[config.mk]
export PLATFORM = sky130hd
export DESIGN_NAME = c420ds_queue
export DESIGN_NICKNAME = d
export VERILOG_FILES = /design/src/c420ds_pkg.sv /design/src/c420ds_queue.sv
export SDC_FILE = /design/constraint.sdc
export NUM_CORES = 1
export LEC_CHECK = 0
export ABC_CLOCK_PERIOD_IN_PS = 3700
export CORE_MARGIN = 10
export CORE_UTILIZATION = 39
export DETAILED_ROUTE_END_ITERATION = 12
export DONT_BUFFER_PORTS = 1
export PLACE_DENSITY = 0.54
export SETUP_SLACK_MARGIN = 0.5
export SLEW_MARGIN = 40
export SYNTH_ARGS = -nofsm -noshare
export SYNTH_HDL_FRONTEND = slang
export SYNTH_SLANG_ARGS = --single-unit
[constraint.sdc]
create_clock -name i_clk -period 3.7 [get_ports i_clk]
set_clock_uncertainty 0.2 [all_clocks]
set_input_delay 0.37 -clock i_clk [delete_from_list [all_inputs] [get_ports i_clk]]
set_output_delay 0.37 -clock i_clk [all_outputs]
set_load 0.01 [all_outputs]
[src/c420ds_pkg.sv]
`default_nettype none

package c420ds_pkg;

    localparam int PIX_W       = 8;
    localparam int ADDR_W      = 23;
    localparam int BLK_W       = 20;
    localparam int PSUM_W      = 9;
    localparam int CFG_IDX_W   = 2;
    localparam int CFG_DATA_W  = 12;
    localparam int QUEUE_DEPTH = 4;
    localparam int PTR_W       = 2;
    localparam int LVL_W       = 3;

    localparam logic [CFG_DATA_W-1:0] MIN_SIZE     = 12'd2;
    localparam logic [CFG_DATA_W-1:0] RESET_WIDTH  = 12'd640;
    localparam logic [CFG_DATA_W-1:0] RESET_HEIGHT = 12'd480;

    localparam logic [1:0] PLANE_Y = 2'd0;
    localparam logic [1:0] PLANE_U = 2'd1;
    localparam logic [1:0] PLANE_V = 2'd2;

    typedef enum logic [CFG_IDX_W-1:0] {
        CFG_ENABLE = 2'd0,
        CFG_WIDTH  = 2'd1,
        CFG_HEIGHT = 2'd2
    } t_cfg_index;

    typedef enum logic [1:0] {
        PH_LUMA = 2'd0,
        PH_U    = 2'd1,
        PH_V    = 2'd2
    } t_phase;

    typedef struct packed {
        logic [PIX_W-1:0] luma_in;
        logic [PIX_W-1:0] cb_in;
        logic [PIX_W-1:0] cr_in;
    } t_pixel;

    typedef struct packed {
        logic [1:0]        plane;
        logic [ADDR_W-1:0] write_address;
        logic [PIX_W-1:0]  pixel_value;
        logic              last;
    } t_result;

    // one classified pixel waiting for the output side
    typedef struct packed {
        logic              is_block;
        logic [ADDR_W-1:0] luma_addr;
        logic [PIX_W-1:0]  luma;
        logic [PIX_W-1:0]  u_avg;
        logic [PIX_W-1:0]  v_avg;
        logic [BLK_W-1:0]  block;
    } t_job;

endpackage

`default_nettype wire

[src/c420ds_queue.sv]
`default_nettype none

module c420ds_queue (
    input  wire                                 i_clk,
    input  wire                                 i_rst_n,
    input  wire                                 i_push,
    input  c420ds_pkg::t_job                    i_job,
    input  wire                                 i_pop,
    output c420ds_pkg::t_job                    o_job,
    output logic                                o_empty,
    output logic [c420ds_pkg::LVL_W-1:0]        o_level
);
    import c420ds_pkg::*;

    t_job             r_slots [QUEUE_DEPTH];
    logic [PTR_W-1:0] r_wr_ptr;
    logic [PTR_W-1:0] r_rd_ptr;
    logic [LVL_W-1:0] r_level;
    logic             pop_ok;

    assign pop_ok  = i_pop && (r_level != '0);
    assign o_empty = (r_level == '0);
    assign o_level = r_level;
    assign o_job   = r_slots[r_rd_ptr];

    always_ff @(posedge i_clk) begin
        if (!i_rst_n) begin
            r_wr_ptr <= '0;
            r_rd_ptr <= '0;
            r_level  <= '0;
        end else begin
            if (i_push) begin
                r_wr_ptr <= r_wr_ptr + PTR_W'(1);
            end
            if (pop_ok) begin
                r_rd_ptr <= r_rd_ptr + PTR_W'(1);
            end
            case ({i_push, pop_ok})
                2'b10:   r_level <= r_level + LVL_W'(1);
                2'b01:   r_level <= r_level - LVL_W'(1);
                default: r_level <= r_level;
            endcase
        end
    end

    always_ff @(posedge i_clk) begin
        if (i_push) begin
            r_slots[r_wr_ptr] <= i_job;
        end
    end

endmodule

`default_nettype wire

==> flow_summary.toml <==
[floorplan]
die_w_um = 182
floorplan.core_area_um2 = 26000
floorplan.rows = 59
boundaryPins = 144
floorplan.initialDensity_pct = 39.6
fp.dieH_um = 182
die_outline_area_um2 = 33300

[global_routing]
grt_pass1_vias = 4887
global_route.usage.total_pct = 11.6
antenna_found_initial = 1
grt_pass1_wl_mm = 30.2
maximum_number_of_pins_on_one_net_before_global_route_repair = 35
grt_remaining_overflow = 0

[clocking]
clkTransAtPathRegs_ns = 0.06
cts.sink_count = 281
tritoncts_clock_tree = "built"
h-tree-depth = 1
cts_root_buffer = "sky130_fd_sc_hd__clkbuf_16"
ctsLongestPathBuffers = 3
cts_resized = 0
number_of_buffers_inserted_during_clock_tree_synthesis = 29
insertion_delay_ns = 0.54

[place]
place.gp.congestion = 0.665
total_placed_cells_including_tap_cells = 736
buffer_ports.inserted = 0
dp.final_hpwl_mm = 12.2

[route]
antenna_left = 0
drt_iter0_markers = 176
num_vias = 4373
drt-pass1-iter-count = 4
avgViaCountPerCell = 5.07
remaining_drc_errors = 0
drt_wl_total_mm = 19.8
wire_per_inst_um = 22.9

[timing]
worst_slew_margin_relative_to_its_limit_pct = 72.8
final_number_of_setup_violating_endpoints = 0
hold-worst-slack_ns = 0.0320
maxClockFrequency_mhz = 357
timing_hold_violations_final = 0
timing.final.crit_period_ns = 2.80
fin_tns_setup_ns = 0
grt_setup_unrepaired = "no"
finalMaxSlewViolations = 0
worst_slew_pin_slew_ns = 0.407
post-route-period-util_pct = 75.7

[setup_path]
crit_path_max_incr_delay_ns = 0.62
critical_path.endpoint_type = "primary output"
crit_family = "multiplexers"
crit-reg2reg-capture = "o_level[2]$_SDFFE_PN0P_"
crit_path_max_fanout = 19
setup.worst_path.start_class = "flop"
cp_cell_sequence = "buf_4, mux4_2"
path_class = "reg -> out"
cp_slowest_cell = "sky130_fd_sc_hd__mux4_2"
required_ns = 3.13
arrival_ns = 2.23
worst-r2r-setup-slack_ns = 1.23
critical_path_buf_inv_count = 1
r2r_start = "o_level[0]$_SDFFE_PN0P_"
worstRegToRegCells = 9

[outcome]
status = "finished, final reports clean"

[power]
powerDensity_nw_per_um2 = 622
ir_drop_uv = 410
total_power_consumption_of_the_routed_design_w = 0.00774
power_leakage_nw = 3.89

[yosys]
syn_avg_cell_area_um2 = 25.5
ys_ff_latch = 281
mappedNetlistNets = 482
ys_types = 22
yosysWarningCount = 0
synth_cells = 404
synth-seq-area-share_pct = 81.1
syn_area_um2 = 10300

[flow_run]
drv.max_cap_violation_count = 0

[layout]
drive_gt1_share_pct = 24.1
final_cells = 862
areaGrowthSynthToFinish_pct = 20.9
layout.nets = 582

[hold_path]
min-delay-path-class = "in -> reg"
hold_endpoint = "r_slots[3][4]$_DFFE_PP_"
hold_depth = 1
hp-start = "i_push"
## timing repair
action	in CTS	in global routing
hold buffers	72	0
buffers inserted	0	0
hold endpoints to repair	294	0
## registers in the layout, indices dropped and copies added (netlist names), named ones only
| register | cells |
|---|---|
| r_wr_ptr | 2 |
| r_slots | 272 |
| o_level | 3 |
| r_rd_ptr | 2 |
## layer usage
metal	global-route usage (%)	routed length, um	up-vias
li1	-	-	1921
met1	14.2	8100	2294
met2	19.5	9850	126
met3	3.64	1450	32
met4	2.86	354	0
met5	0	0	-
## worst register-to-register path: stages (launching register included)
cell and delay (ns):
sky130_fd_sc_hd__dfxtp_1 0.46, sky130_fd_sc_hd__nor3_1 0.09, sky130_fd_sc_hd__buf_4 0.17, sky130_fd_sc_hd__nor2b_1 0.19, sky130_fd_sc_hd__ha_1 0.22, sky130_fd_sc_hd__inv_1 0.06, sky130_fd_sc_hd__fa_1 0.38, sky130_fd_sc_hd__xor2_1 0.17
sky130_fd_sc_hd__or3_1 0.31, sky130_fd_sc_hd__a21boi_0 0.16
## how the worst max path moves through the flow
| stage | from | endpoint | slack [ns] | depth (start not counted) |
|---|---|---|---|---|
| after CTS | flop | o_job[18] | 0.79 | 2 |
| after global routing | flop | o_job[66] | 0.71 | 2 |
| final | flop | o_job[66] | 0.90 | 2 |
| after global placement | o_level[0]$_SDFFE_PN0P_ | o_level[2]$_SDFFE_PN0P_ | 1.35 | 9 |
| after detailed placement | o_level[0]$_SDFFE_PN0P_ | o_level[2]$_SDFFE_PN0P_ | 1.18 | 9 |
| after floorplan | r_wr_ptr[0]$_SDFFE_PN0P_ | r_slots[0][0]$_DFFE_PP_ | 0.93 | 3 |
## power by group
part	leakage [nW]	switching (W)	internal, W
clock	0.436	0.00112	0.00157
combinational	0.880	0.000662	0.000598
sequential	2.57	0.000113	0.00367
total	3.89	0.00190	0.00584
## placed cells by master, fill, tap and decap left out, types with 2 or more instances in the layout
cell type	Yosys	layout
sky130_fd_sc_hd__a21boi_0	2	2
sky130_fd_sc_hd__xor2_1	2	2
sky130_fd_sc_hd__dfxtp_4	0	2
sky130_fd_sc_hd__and2_4	0	4
sky130_fd_sc_hd__clkbuf_1	4	6
sky130_fd_sc_hd__clkinv_2	0	6
sky130_fd_sc_hd__nand2_1	3	3
sky130_fd_sc_hd__buf_12	3	11
sky130_fd_sc_hd__dlygate4sd3_1	0	72
sky130_fd_sc_hd__or3_1	2	2
sky130_fd_sc_hd__bufinv_16	0	2
sky130_fd_sc_hd__inv_1	6	6
sky130_fd_sc_hd__mux4_2	68	68
sky130_fd_sc_hd__ha_1	5	5
sky130_fd_sc_hd__buf_4	4	2
sky130_fd_sc_hd__clkinv_1	0	7
sky130_fd_sc_hd__o21ai_0	5	5
sky130_fd_sc_hd__dfxtp_1	9	7
sky130_fd_sc_hd__clkbuf_16	0	29
sky130_fd_sc_hd__nor2b_1	2	2
sky130_fd_sc_hd__edfxtp_1	272	272
sky130_fd_sc_hd__and2_1	7	3
## stage by stage
step	worst slack (ns)	area, um2	util [%]
2_1_floorplan	0.931	10300	-
3_3_place_gp	1.35	10600	40.9
3_5_place_dp	1.18	10800	41.7
4_1_cts	0.788	12400	47.9
5_1_grt	0.715	12400	47.9
6_report	0.901	12400	47.9
## area by class of cell
| cell class | instances | area [um2] |
|---|---|---|
| inverters | 6 | 22.5 |
| flip-flops and latches | 281 | 8360 |
| multi-input cells | 101 | 1800 |
| clock buffers | 35 | 748 |
| diodes | 1 | 2.50 |
| fillers | 2144 | 13500 |
| clock inverters | 18 | 141 |
| repair buffers | 85 | 956 |
| well taps | 335 | 419 |
## cell usage after synthesis
library cell,number,area (um2)
sky130_fd_sc_hd__xor2_1,2,17.5
sky130_fd_sc_hd__mux2i_1,1,10.0
sky130_fd_sc_hd__and2_1,7,43.8
sky130_fd_sc_hd__buf_4,4,30.0
sky130_fd_sc_hd__or3_1,2,12.5
sky130_fd_sc_hd__nor3_1,1,5.00
sky130_fd_sc_hd__a21boi_0,2,15.0
sky130_fd_sc_hd__nor2b_1,2,12.5
sky130_fd_sc_hd__buf_12,3,60.1
sky130_fd_sc_hd__ha_1,5,62.6
sky130_fd_sc_hd__xnor2_1,1,8.76
sky130_fd_sc_hd__fa_1,1,20.0
sky130_fd_sc_hd__buf_6,1,11.3
sky130_fd_sc_hd__dfxtp_1,9,180
sky130_fd_sc_hd__nand2_1,3,11.3
sky130_fd_sc_hd__edfxtp_1,272,8170
sky130_fd_sc_hd__clkbuf_1,4,15.0
sky130_fd_sc_hd__o21ai_0,5,25.0
sky130_fd_sc_hd__or4bb_1,1,11.3
sky130_fd_sc_hd__inv_1,6,22.5
sky130_fd_sc_hd__buf_2,4,20.0
sky130_fd_sc_hd__mux4_2,68,1530
## logic make-up (layout without fill, tap and decap cells)
family	count (synthesis)	count (layout)	synth area share (%)
xor+xnor	3	3	0.255
simple gates	16	16	0.936
compound gates	7	7	0.389
buf+inv	22	144	1.54
flops	281	281	81.1
mux	69	69	15.0
fa+ha+maj	6	6	0.802
other cells	0	1	0
Note: power is estimated with default switching activity, not from simulation.
