===== src/c420ds_pkg.sv =====
`default_nettype none

package c420ds_pkg;

    localparam int PIX_W       = 8;
    localparam int ADDR_W      = 23;
    localparam int BLK_W       = 20;
    localparam int PSUM_W      = 9;
    localparam int CFG_IDX_W   = 2;
    localparam int CFG_DATA_W  = 12;
    localparam int QUEUE_DEPTH = 4;
    localparam int PTR_W       = 2;
    localparam int LVL_W       = 3;

    localparam logic [CFG_DATA_W-1:0] MIN_SIZE     = 12'd2;
    localparam logic [CFG_DATA_W-1:0] RESET_WIDTH  = 12'd640;
    localparam logic [CFG_DATA_W-1:0] RESET_HEIGHT = 12'd480;

    localparam logic [1:0] PLANE_Y = 2'd0;
    localparam logic [1:0] PLANE_U = 2'd1;
    localparam logic [1:0] PLANE_V = 2'd2;

    typedef enum logic [CFG_IDX_W-1:0] {
        CFG_ENABLE = 2'd0,
        CFG_WIDTH  = 2'd1,
        CFG_HEIGHT = 2'd2
    } t_cfg_index;

    typedef enum logic [1:0] {
        PH_LUMA = 2'd0,
        PH_U    = 2'd1,
        PH_V    = 2'd2
    } t_phase;

    typedef struct packed {
        logic [PIX_W-1:0] luma_in;
        logic [PIX_W-1:0] cb_in;
        logic [PIX_W-1:0] cr_in;
    } t_pixel;

    typedef struct packed {
        logic [1:0]        plane;
        logic [ADDR_W-1:0] write_address;
        logic [PIX_W-1:0]  pixel_value;
        logic              last;
    } t_result;

    // one classified pixel waiting for the output side
    typedef struct packed {
        logic              is_block;
        logic [ADDR_W-1:0] luma_addr;
        logic [PIX_W-1:0]  luma;
        logic [PIX_W-1:0]  u_avg;
        logic [PIX_W-1:0]  v_avg;
        logic [BLK_W-1:0]  block;
    } t_job;

endpackage

`default_nettype wire


===== src/c420ds_back.sv =====
`default_nettype none

module c420ds_back (
    input  wire                                 i_clk,
    input  wire                                 i_rst_n,
    input  c420ds_pkg::t_job                    i_job,
    input  wire                                 i_job_empty,
    input  wire  [c420ds_pkg::ADDR_W-1:0]       i_area,
    input  wire  [c420ds_pkg::ADDR_W-1:0]       i_quarter,
    input  wire                                 i_pop,
    output logic                                o_deq,
    output logic                                o_empty,
    output c420ds_pkg::t_result                 o_result
);
    import c420ds_pkg::*;

    t_phase  r_phase;
    t_phase  n_phase;
    logic    r_valid;
    t_result r_result;
    t_result n_result;
    logic    load;

    assign load     = !r_valid || i_pop;
    assign o_empty  = !r_valid;
    assign o_result = r_result;

    always_ff @(posedge i_clk) begin
        if (!i_rst_n) begin
            r_phase <= PH_LUMA;
            r_valid <= 1'b0;
        end else begin
            r_phase <= n_phase;
            if (load) begin
                r_valid <= !i_job_empty;
            end
        end
    end

    always_ff @(posedge i_clk) begin
        if (load && !i_job_empty) begin
            r_result <= n_result;
        end
    end

    always_comb begin
        n_phase  = r_phase;
        o_deq    = 1'b0;
        n_result = '0;
        unique case (r_phase)
            PH_LUMA: begin
                n_result.plane         = PLANE_Y;
                n_result.write_address = i_job.luma_addr;
                n_result.pixel_value   = i_job.luma;
                n_result.last          = !i_job.is_block;
                if (load && !i_job_empty) begin
                    if (i_job.is_block) begin
                        n_phase = PH_U;
                    end else begin
                        o_deq = 1'b1;
                    end
                end
            end
            PH_U: begin
                n_result.plane         = PLANE_U;
                n_result.write_address = i_area + ADDR_W'(i_job.block);
                n_result.pixel_value   = i_job.u_avg;
                n_result.last          = 1'b0;
                if (load && !i_job_empty) begin
                    n_phase = PH_V;
                end
            end
            PH_V: begin
                n_result.plane         = PLANE_V;
                n_result.write_address = i_area + i_quarter + ADDR_W'(i_job.block);
                n_result.pixel_value   = i_job.v_avg;
                n_result.last          = 1'b1;
                if (load && !i_job_empty) begin
                    n_phase = PH_LUMA;
                    o_deq   = 1'b1;
                end
            end
            default: begin
                n_phase = PH_LUMA;
            end
        endcase
    end

endmodule

`default_nettype wire


===== config.mk =====
export PLATFORM = sky130hd
export DESIGN_NAME = c420ds_back
export DESIGN_NICKNAME = d
export VERILOG_FILES = /design/src/c420ds_pkg.sv /design/src/c420ds_back.sv
export SDC_FILE = /design/constraint.sdc
export NUM_CORES = 1
export LEC_CHECK = 0
export BUFFER_PORTS_ARGS = -buffer_cell sky130_fd_sc_hd__buf_2
export CAP_MARGIN = 10
export CELL_PAD_IN_SITES_DETAIL_PLACEMENT = 1
export CELL_PAD_IN_SITES_GLOBAL_PLACEMENT = 1
export CORE_ASPECT_RATIO = 1.1
export CORE_MARGIN = 2
export CORE_UTILIZATION = 38
export DETAILED_ROUTE_END_ITERATION = 10
export PLACE_DENSITY_LB_ADDON = 0.1
export SLEW_MARGIN = 25
export SYNTH_ARGS = -nofsm -noshare
export SYNTH_HDL_FRONTEND = slang
export SYNTH_SLANG_ARGS = --single-unit

===== constraint.sdc =====
create_clock -name i_clk -period 4.31 [get_ports i_clk]
set_input_delay 0.431 -clock i_clk [delete_from_list [all_inputs] [get_ports i_clk]]
set_output_delay 0.431 -clock i_clk [all_outputs]
set_load 0.005 [all_outputs]

==> metrics, run 1 <==
run status complete, no violations; half-perimeter wire length of the detailed placement result 11800 µm; TritonCTS buffer count 5; clk sink count 37; number of flops mapped to enable cells by yosys 34; CTS clock-pin slew for the worst setup and hold paths 0.06 ns; largest cells by area after synthesis sky130_fd_sc_hd__edfxtp_1 23%, sky130_fd_sc_hd__ha_1 12%, sky130_fd_sc_hd__fa_1 10%; area used by multi-input combinational logic 3170 µm²; timing-limited maximum frequency 289 MHz; Initial Util 39.3%; Worst-Margin Slew 0.637 ns; worst max-slew margin expressed relative to the limit 57.2%; final number of setup-violating endpoints 0; WL/cell 18.5 µm; detail-routed via count per cell 5.57; cell-internal power slightly below 0.001 W; critical path startpoint category primary input; # IOs 154; standby leakage power 2.41 nW; placed insts 754; Post-DP Area ~5300 µm²; number of global-route vias before repair roughly 4600; data arrival at the endpoint of the critical path 3.47 ns; chip height 116 µm; residual antenna-violating net count after detailed routing 0; share of post-route cells with drive strength above 1 28.5%; die area 12300 µm²; fin crit share between 80% and 90%; worst voltage drop across the vdd grid approximately 150 µV; CP Max Fanout 4; net switching component of the power ~0.00060 W; part of the power in combinational logic 49.4%; number of antenna diodes 0; number of instances resized during post-cts repair 0; Final Max Slew Viols 0; Data required, critical path ~4.3 ns; fraction of power spent switching nets 37.8%; Setup Skew 0.00578 ns; Sequential cell area 1080 µm²; via count 4246; CTS tree built; clock network fraction of total power 22.8%; fraction of the yosys area taken by sequential cells 24.9%; post-synthesis cell type with the largest combined area sky130_fd_sc_hd__edfxtp_1; Site Rows 40; nets in the synthesized netlist 649; overall die width 106 µm; first-pass GRT wire length 22500 µm; final instance area between 5000 and 6000 µm²; library cells used by synthesis between 50 and 60; final design utilization about half; Warnings, synthesis 0; minimum clock period ~3.5 ns; pwr/cell area approximately 300 nW/µm²; final net count 797; most common library cells after synthesis 43 x sky130_fd_sc_hd__ha_1, 36 x sky130_fd_sc_hd__a21oi_1, 34 x sky130_fd_sc_hd__edfxtp_1, 34 x sky130_fd_sc_hd__nand2_1, 30 x sky130_fd_sc_hd__o21ai_0; Post-Syn Area per Cell 9.33 µm²; remaining global-route overflow 0; Crit Path Category primary input to flip-flop; gate count after technology mapping 466; clock tree buffer depth 2; Hold Path Class primary input to flip-flop; starting DRC count in detailed routing 142; most frequently used flop master after synthesis sky130_fd_sc_hd__edfxtp_1; Fin Setup TNS 0 ns; count of non-filler cells in the finished layout 762; Total GRT Usage 23.0%; Area Overhead vs Synth 24.5%; maximum number of pins on one net before global-route repair 40; worst-skew pair later-pin latency 0.28 ns; count of final hold-check violations 0; number of buffers inserted by hold repair at cts 0; library cell used as clock root buffer sky130_fd_sc_hd__clkbuf_16; buffers inserted by post-CTS timing repair 0; H-tree levels 2; Core ar. 11100 µm²; total wire length after detailed routing about 14000 µm; cell area after synthesis 4350 µm²; sequential fraction of design power 27.8%; max-cap viol count 0; Synth Register Bits 37; CP Capture Type flip-flop; routability congestion estimate 0.843; # port buffers 153; RSZ-0062 raised after global routing false; share of synthesized registers carrying an async set or reset 0%; most used standard cell by instance count after synthesis sky130_fd_sc_hd__ha_1; total power draw 0.00158 W; fraction of post-synthesis cell area in the top cell type by area 23.5%; antenna violations before repair 0; fillers 1342; count of unresolved DRC violations after routing 0; number of detailed-route iterations in the first pass 4
[cells in the final DEF (no fill, tap or decap), types with 4 or more instances in the layout]
master and n:
sky130_fd_sc_hd__and3_1 8, sky130_fd_sc_hd__fa_1 22, sky130_fd_sc_hd__nand2b_1 4, sky130_fd_sc_hd__a211oi_1 10, sky130_fd_sc_hd__o21bai_1 7, sky130_fd_sc_hd__mux2i_1 19
sky130_fd_sc_hd__edfxtp_1 34, sky130_fd_sc_hd__xor2_1 20, sky130_fd_sc_hd__xnor2_1 13, sky130_fd_sc_hd__inv_1 13, sky130_fd_sc_hd__a211o_1 4, sky130_fd_sc_hd__ha_1 43
sky130_fd_sc_hd__and2_1 8, sky130_fd_sc_hd__o22ai_1 10, sky130_fd_sc_hd__nand4_1 7, sky130_fd_sc_hd__a21o_1 18, sky130_fd_sc_hd__nand2_1 34, sky130_fd_sc_hd__nand3_1 19
sky130_fd_sc_hd__o21ai_0 30, sky130_fd_sc_hd__clkbuf_16 5, sky130_fd_sc_hd__buf_2 153, sky130_fd_sc_hd__o21ai_1 4, sky130_fd_sc_hd__a21oi_1 36, sky130_fd_sc_hd__o21a_1 8
sky130_fd_sc_hd__o211ai_1 7, sky130_fd_sc_hd__nor3_1 7, sky130_fd_sc_hd__nor2_1 19
[layout make-up]
| type | instances | area share [%] |
|---|---|---|
| timing repair buffer | 156 | 14.6 |
| tap | 147 | 3.40 |
| clock buffer | 5 | 2.31 |
| sequential | 37 | 20.0 |
| inverter | 14 | 0.970 |
| multi-input combinational | 400 | 58.5 |
| clock inverter | 3 | 0.323 |
[layer usage]
metal,GRT usage [%],vias to the layer above,wire [µm]
li1,-,2064,-
met1,27.3,2041,6000
met2,44.0,126,7290
met3,3.01,15,610
met4,5.88,0,204
met5,0,-,0
[path summary, 6_finish.rpt]
| check | startpoint | endpoint | slack (ns) | cells past startpoint |
|---|---|---|---|---|
| setup / recovery | i_job[1] | o_result[28] | 0.85 | 12 |
| hold / removal | i_job_empty | r_valid | 0.39 | 2 |
| setup reg to reg | r_phase[0] | o_result[20] | 1.80 | 5 |
| hold reg to reg | r_valid | r_valid | 0.52 | 2 |
[power by group through the flow]
| stage | registers, W | clock network, W | logic [W] |
|---|---|---|---|
| floorplan | 0.000451 | 0 | 0.000514 |
| global placement | 0.000446 | 0 | 0.000758 |
| detailed placement | 0.000447 | 0 | 0.000777 |
| CTS | 0.000440 | 0.000366 | 0.000781 |
| global route | 0.000442 | 0.000380 | 0.000866 |
| finish | 0.000439 | 0.000360 | 0.000781 |
[flip-flops by register name, indices dropped and copies added (netlist names)]
name / count
o_result: 34
r_phase: 2
r_valid: 1
[metrics by stage]
stage          hold WS [ns]  worst slack [ns]
5_1_grt               0.390             0.636
6_report              0.386             0.850
2_1_floorplan         0.471              1.07
3_5_place_dp          0.523             0.577
3_3_place_gp          0.491             0.662
4_1_cts               0.387             0.854
[logic make-up after synthesis]
family	after synthesis	synth area share (%)
muxes	20	4.72
AOI/OAI and AO/OA	161	24.9
adders and majority gates	65	22.5
xor gates and xnor gates	33	6.65
buffers and inverters	29	2.50
and+or+nand+nor	121	13.9
DFF	37	24.9
[critical path, cell delays in order]
cell and delay (ns):
sky130_fd_sc_hd__buf_2 0.12, sky130_fd_sc_hd__fa_1 0.47, sky130_fd_sc_hd__ha_1 0.25, sky130_fd_sc_hd__fa_1 0.41
sky130_fd_sc_hd__a21oi_1 0.24, sky130_fd_sc_hd__o211ai_1 0.23, sky130_fd_sc_hd__o2111a_1 0.31, sky130_fd_sc_hd__o31ai_1 0.38
sky130_fd_sc_hd__a21oi_1 0.14, sky130_fd_sc_hd__xor2_1 0.17, sky130_fd_sc_hd__mux2i_1 0.20, sky130_fd_sc_hd__o22ai_1 0.12
(Power assumes the default switching activity.)
==> run 2, diff against run 1 <==
--- a/config.mk
+++ b/config.mk
@@ -5,13 +5,14 @@
 export SDC_FILE = /design/constraint.sdc
 export NUM_CORES = 1
 export LEC_CHECK = 0
+export ABC_AREA = 1
 export BUFFER_PORTS_ARGS = -buffer_cell sky130_fd_sc_hd__buf_2
 export CAP_MARGIN = 10
 export CELL_PAD_IN_SITES_DETAIL_PLACEMENT = 1
 export CELL_PAD_IN_SITES_GLOBAL_PLACEMENT = 1
 export CORE_ASPECT_RATIO = 1.1
 export CORE_MARGIN = 2
-export CORE_UTILIZATION = 38
+export CORE_UTILIZATION = 36
 export DETAILED_ROUTE_END_ITERATION = 10
 export PLACE_DENSITY_LB_ADDON = 0.1
 export SLEW_MARGIN = 25
==> constraint.sdc (replaced) <==
create_clock -name i_clk -period 3.22 [get_ports i_clk]
set_input_delay 0.322 -clock i_clk [delete_from_list [all_inputs] [get_ports i_clk]]
set_output_delay 0.322 -clock i_clk [all_outputs]
set_load 0.005 [all_outputs]
==> run 2 against run 1 <==
Cell count increased by 51%; sequential power increased by 39%; synthesized cell count increased by 73%; sequential share of layout area decreased by 2.9 points; wire length increased by 37%; clock skew increased by 0.0039 ns; register-to-register slack got worse by 0.37 ns; worst hold slack got worse by 0.13 ns; critical path type unchanged; largest cell class unchanged.
==> metrics, run 2 <==
commonest non-fill, non-tap cell in the layout sky130_fd_sc_hd__nand2_1; number of antenna diodes 0 (unchanged); fraction of the yosys area taken by sequential cells 21.1% (-3.7 points); setup slack of the worst register-to-register path 1.43 ns (-0.37 ns); run status complete, no violations; Total GRT Usage 25.7% (+2.7 points); most frequently used flop master after synthesis sky130_fd_sc_hd__edfxtp_1; max-cap viol count 0 (unchanged); cell depth of the worst min-delay path 2 (unchanged); share of post-route cells with drive strength above 1 21.0% (-7.5 points); beginning of the worst hold path i_job_empty; # IOs 154 (unchanged); TritonCTS buffer count 5 (unchanged); crit-path most repeated cell sky130_fd_sc_hd__nand2_1; number of instances resized during post-cts repair 0 (unchanged); flip-flop count of the largest register, all copies and words added 34 (unchanged); final net count 1144 (+44%); worst reg2reg path depth 6 (+1); most common library cells after synthesis 313 x sky130_fd_sc_hd__nand2_1, 125 x sky130_fd_sc_hd__inv_1, 92 x sky130_fd_sc_hd__nand3_1; Area Overhead vs Synth 23.6%; commonest non-fill, non-tap cells in the layout 313 x sky130_fd_sc_hd__nand2_1, 153 x sky130_fd_sc_hd__buf_2, 125 x sky130_fd_sc_hd__inv_1, 92 x sky130_fd_sc_hd__nand3_1; final number of setup-violating endpoints 0 (unchanged); RSZ-0062 raised after global routing false; library cell used as clock root buffer sky130_fd_sc_hd__clkbuf_16; worst-skew pair later-pin latency 0.29 ns (about the same); Worst Path Buf+Inv 1 (unchanged); antenna violations before repair 0 (unchanged); destination of the worst hold path r_valid; family with the most delay on the worst path adder cells; WL/cell 16.7 µm (-9.5%); Final Max Slew Viols 0 (unchanged); buffers inserted by post-CTS timing repair 0 (unchanged); fin crit share 79.2%; library cells used by synthesis 34 (-40%); maximum number of pins on one net before global-route repair 31 (-23%); end of the worst register-to-register path o_result[13]; nets in the synthesized netlist 988 (+52%); routability congestion estimate 0.892 (+5.8%); overall die width 118 µm (+11%); remaining global-route overflow 0 (unchanged); # port buffers 153 (unchanged); worst max-slew margin expressed relative to the limit 51.2% (-6.1 points); reg2reg start r_phase[1]; timing-limited maximum frequency 392 MHz; Post-Syn Area per Cell 6.35 µm² (-32%); count of unresolved DRC violations after routing 0 (unchanged); most used standard cell by instance count after synthesis sky130_fd_sc_hd__nand2_1; clk sink count 37 (unchanged); Core ar. 13900 µm² (+25%); count of final hold-check violations 0 (unchanged); first-pass GRT wire length 30500 µm (+36%); worst voltage drop across the vdd grid 222 µV (+51%); Hold Path Class primary input to flip-flop; CTS clock-pin slew for the worst setup and hold paths 0.07 ns (about the same); Data required, critical path 3.24 ns (-1.08 ns); share of synthesized registers carrying an async set or reset 0% (unchanged); residual antenna-violating net count after detailed routing 0 (unchanged); Largest stage delay, worst path 0.49 ns (+0.02 ns); total wire length after detailed routing 19300 µm (+37%); CTS tree built; starting DRC count in detailed routing 255 (+80%); half-perimeter wire length of the detailed placement result 16400 µm (+40%); number of detailed-route iterations in the first pass 4 (unchanged); clock tree buffer depth 2 (unchanged); critical path startpoint category primary input; final instance area 6320 µm² (+17%); minimum clock period 2.55 ns; H-tree levels 2 (unchanged); Synth Register Bits 37 (unchanged); standby leakage power 3.43 nW (+42%); Site Rows 45 (+13%); post-synthesis cell type with the largest combined area sky130_fd_sc_hd__nand2_1; CP Max Fanout 4 (unchanged); slowest stage cell, crit path sky130_fd_sc_hd__fa_1; data arrival at the endpoint of the critical path 2.57 ns (-0.90 ns); number of global-route vias before repair 5866 (+29%); fraction of post-synthesis cell area in the top cell type by area 23.0% (-0.51 points); largest cells by area after synthesis sky130_fd_sc_hd__nand2_1 23%, sky130_fd_sc_hd__edfxtp_1 20%, sky130_fd_sc_hd__ha_1 11%; Crit Path Category primary input to flip-flop; number of flops mapped to enable cells by yosys 34 (unchanged); pwr/cell area 402 nW/µm² (+38%); final design utilization 45.6% (-3.3 points); Fin Setup TNS 0 ns (unchanged); Initial Util 36.9% (-2.4 points); fillers 1975 (+47%); gate count after technology mapping 805 (+73%); via count 5674 (+34%); Warnings, synthesis 0 (unchanged); detail-routed via count per cell 4.93 (-11%); CP Capture Type flip-flop; die area 15200 µm² (+23%); chip height 129 µm (+11%); critical path cell sequence buf_2 -> fa_1 -> ha_1 -> fa_1 -> nand2_1 -> nand3_1 -> and2_4 -> nand2_1 -> nand2_1 -> o21ai_0 -> nand3_1; Worst-Margin Slew 0.730 ns (+0.0931 ns); Setup Skew 0.00972 ns (+0.00394 ns); cell area after synthesis 5110 µm² (+18%); number of buffers inserted by hold repair at cts 0 (unchanged); Post-DP Area 6130 µm² (+16%)
-- run 2: cell types whose count changed after synthesis, moves of 10 or more --
cell                       before  now
sky130_fd_sc_hd__nand3b_1       0   14
sky130_fd_sc_hd__nand3_1       19   92
sky130_fd_sc_hd__nand2_1       34  313
sky130_fd_sc_hd__o22ai_1       10    0
sky130_fd_sc_hd__nor2_1        19   45
sky130_fd_sc_hd__a21o_1        18    0
sky130_fd_sc_hd__o21ai_0       30    9
sky130_fd_sc_hd__xor2_1        20    2
sky130_fd_sc_hd__inv_1         13  125
sky130_fd_sc_hd__mux2i_1       19    0
sky130_fd_sc_hd__xnor2_1       13    1
-- run 2: logic make-up after synthesis --
kind of cell,synth area share [%]
compound gates,5.58
xor+xnor,0.514
fa+ha+maj,19.1
buf+inv,9.96
flops,21.1
simple gates,43.7
-- run 2: final cells by class --
| class | count | area, µm² | share of cell area, % |
|---|---|---|---|
| Clock buffer | 5 | 125 | 1.98 |
| Clock inverter | 3 | 68.8 | 1.09 |
| Inverter | 126 | 473 | 7.48 |
| Multi-Input combinational cell | 634 | 3540 | 56.0 |
| Sequential cell | 37 | 1080 | 17.1 |
| Tap cell | 188 | 235 | 3.72 |
| Timing Repair Buffer | 157 | 796 | 12.6 |
-- run 2: where the power goes --
group	leakage [nW]	switching (W)	internal, W
sequential	0.358	0.0000151	0.000593
combinational	2.98	0.000788	0.000451
clock	0.0944	0.000243	0.000448
total	3.43	0.00105	0.00149
-- run 2: worst max path at each step --
stage                     startpoint           end  slack (ns)  cells past startpoint
after floorplan                i_pop         o_deq        0.31                      4
after global placement      i_job[1]  o_result[16]        0.36                     11
after detailed placement    i_job[1]  o_result[16]        0.37                     11
after CTS                   i_job[1]  o_result[16]        0.68                     11
after global routing        i_job[1]  o_result[16]        0.55                     11
final                       i_job[1]  o_result[16]        0.67                     11
-- run 2: routing by layer --
metal	vias to the layer above	global-route usage (%)	wire, µm
met5	-	0	0
met4	0	9.28	615
met3	29	3.39	738
met2	145	47.3	9350
met1	2629	30.7	8560
li1	2871	-	-
-- run 2: through the flow --
| step | total power [W] | hold WS (ns) | std cells | setup WS (ns) |
|---|---|---|---|---|
| after floorplan | 0.00142 | 0.414 | 805 | 0.313 |
| after global placement | 0.00184 | 0.505 | 1142 | 0.359 |
| after detailed placement | 0.00186 | 0.520 | 1142 | 0.367 |
| after CTS | 0.00256 | 0.256 | 1150 | 0.685 |
| after global routing | 0.00274 | 0.271 | 1150 | 0.554 |
| final | 0.00254 | 0.260 | 1150 | 0.671 |
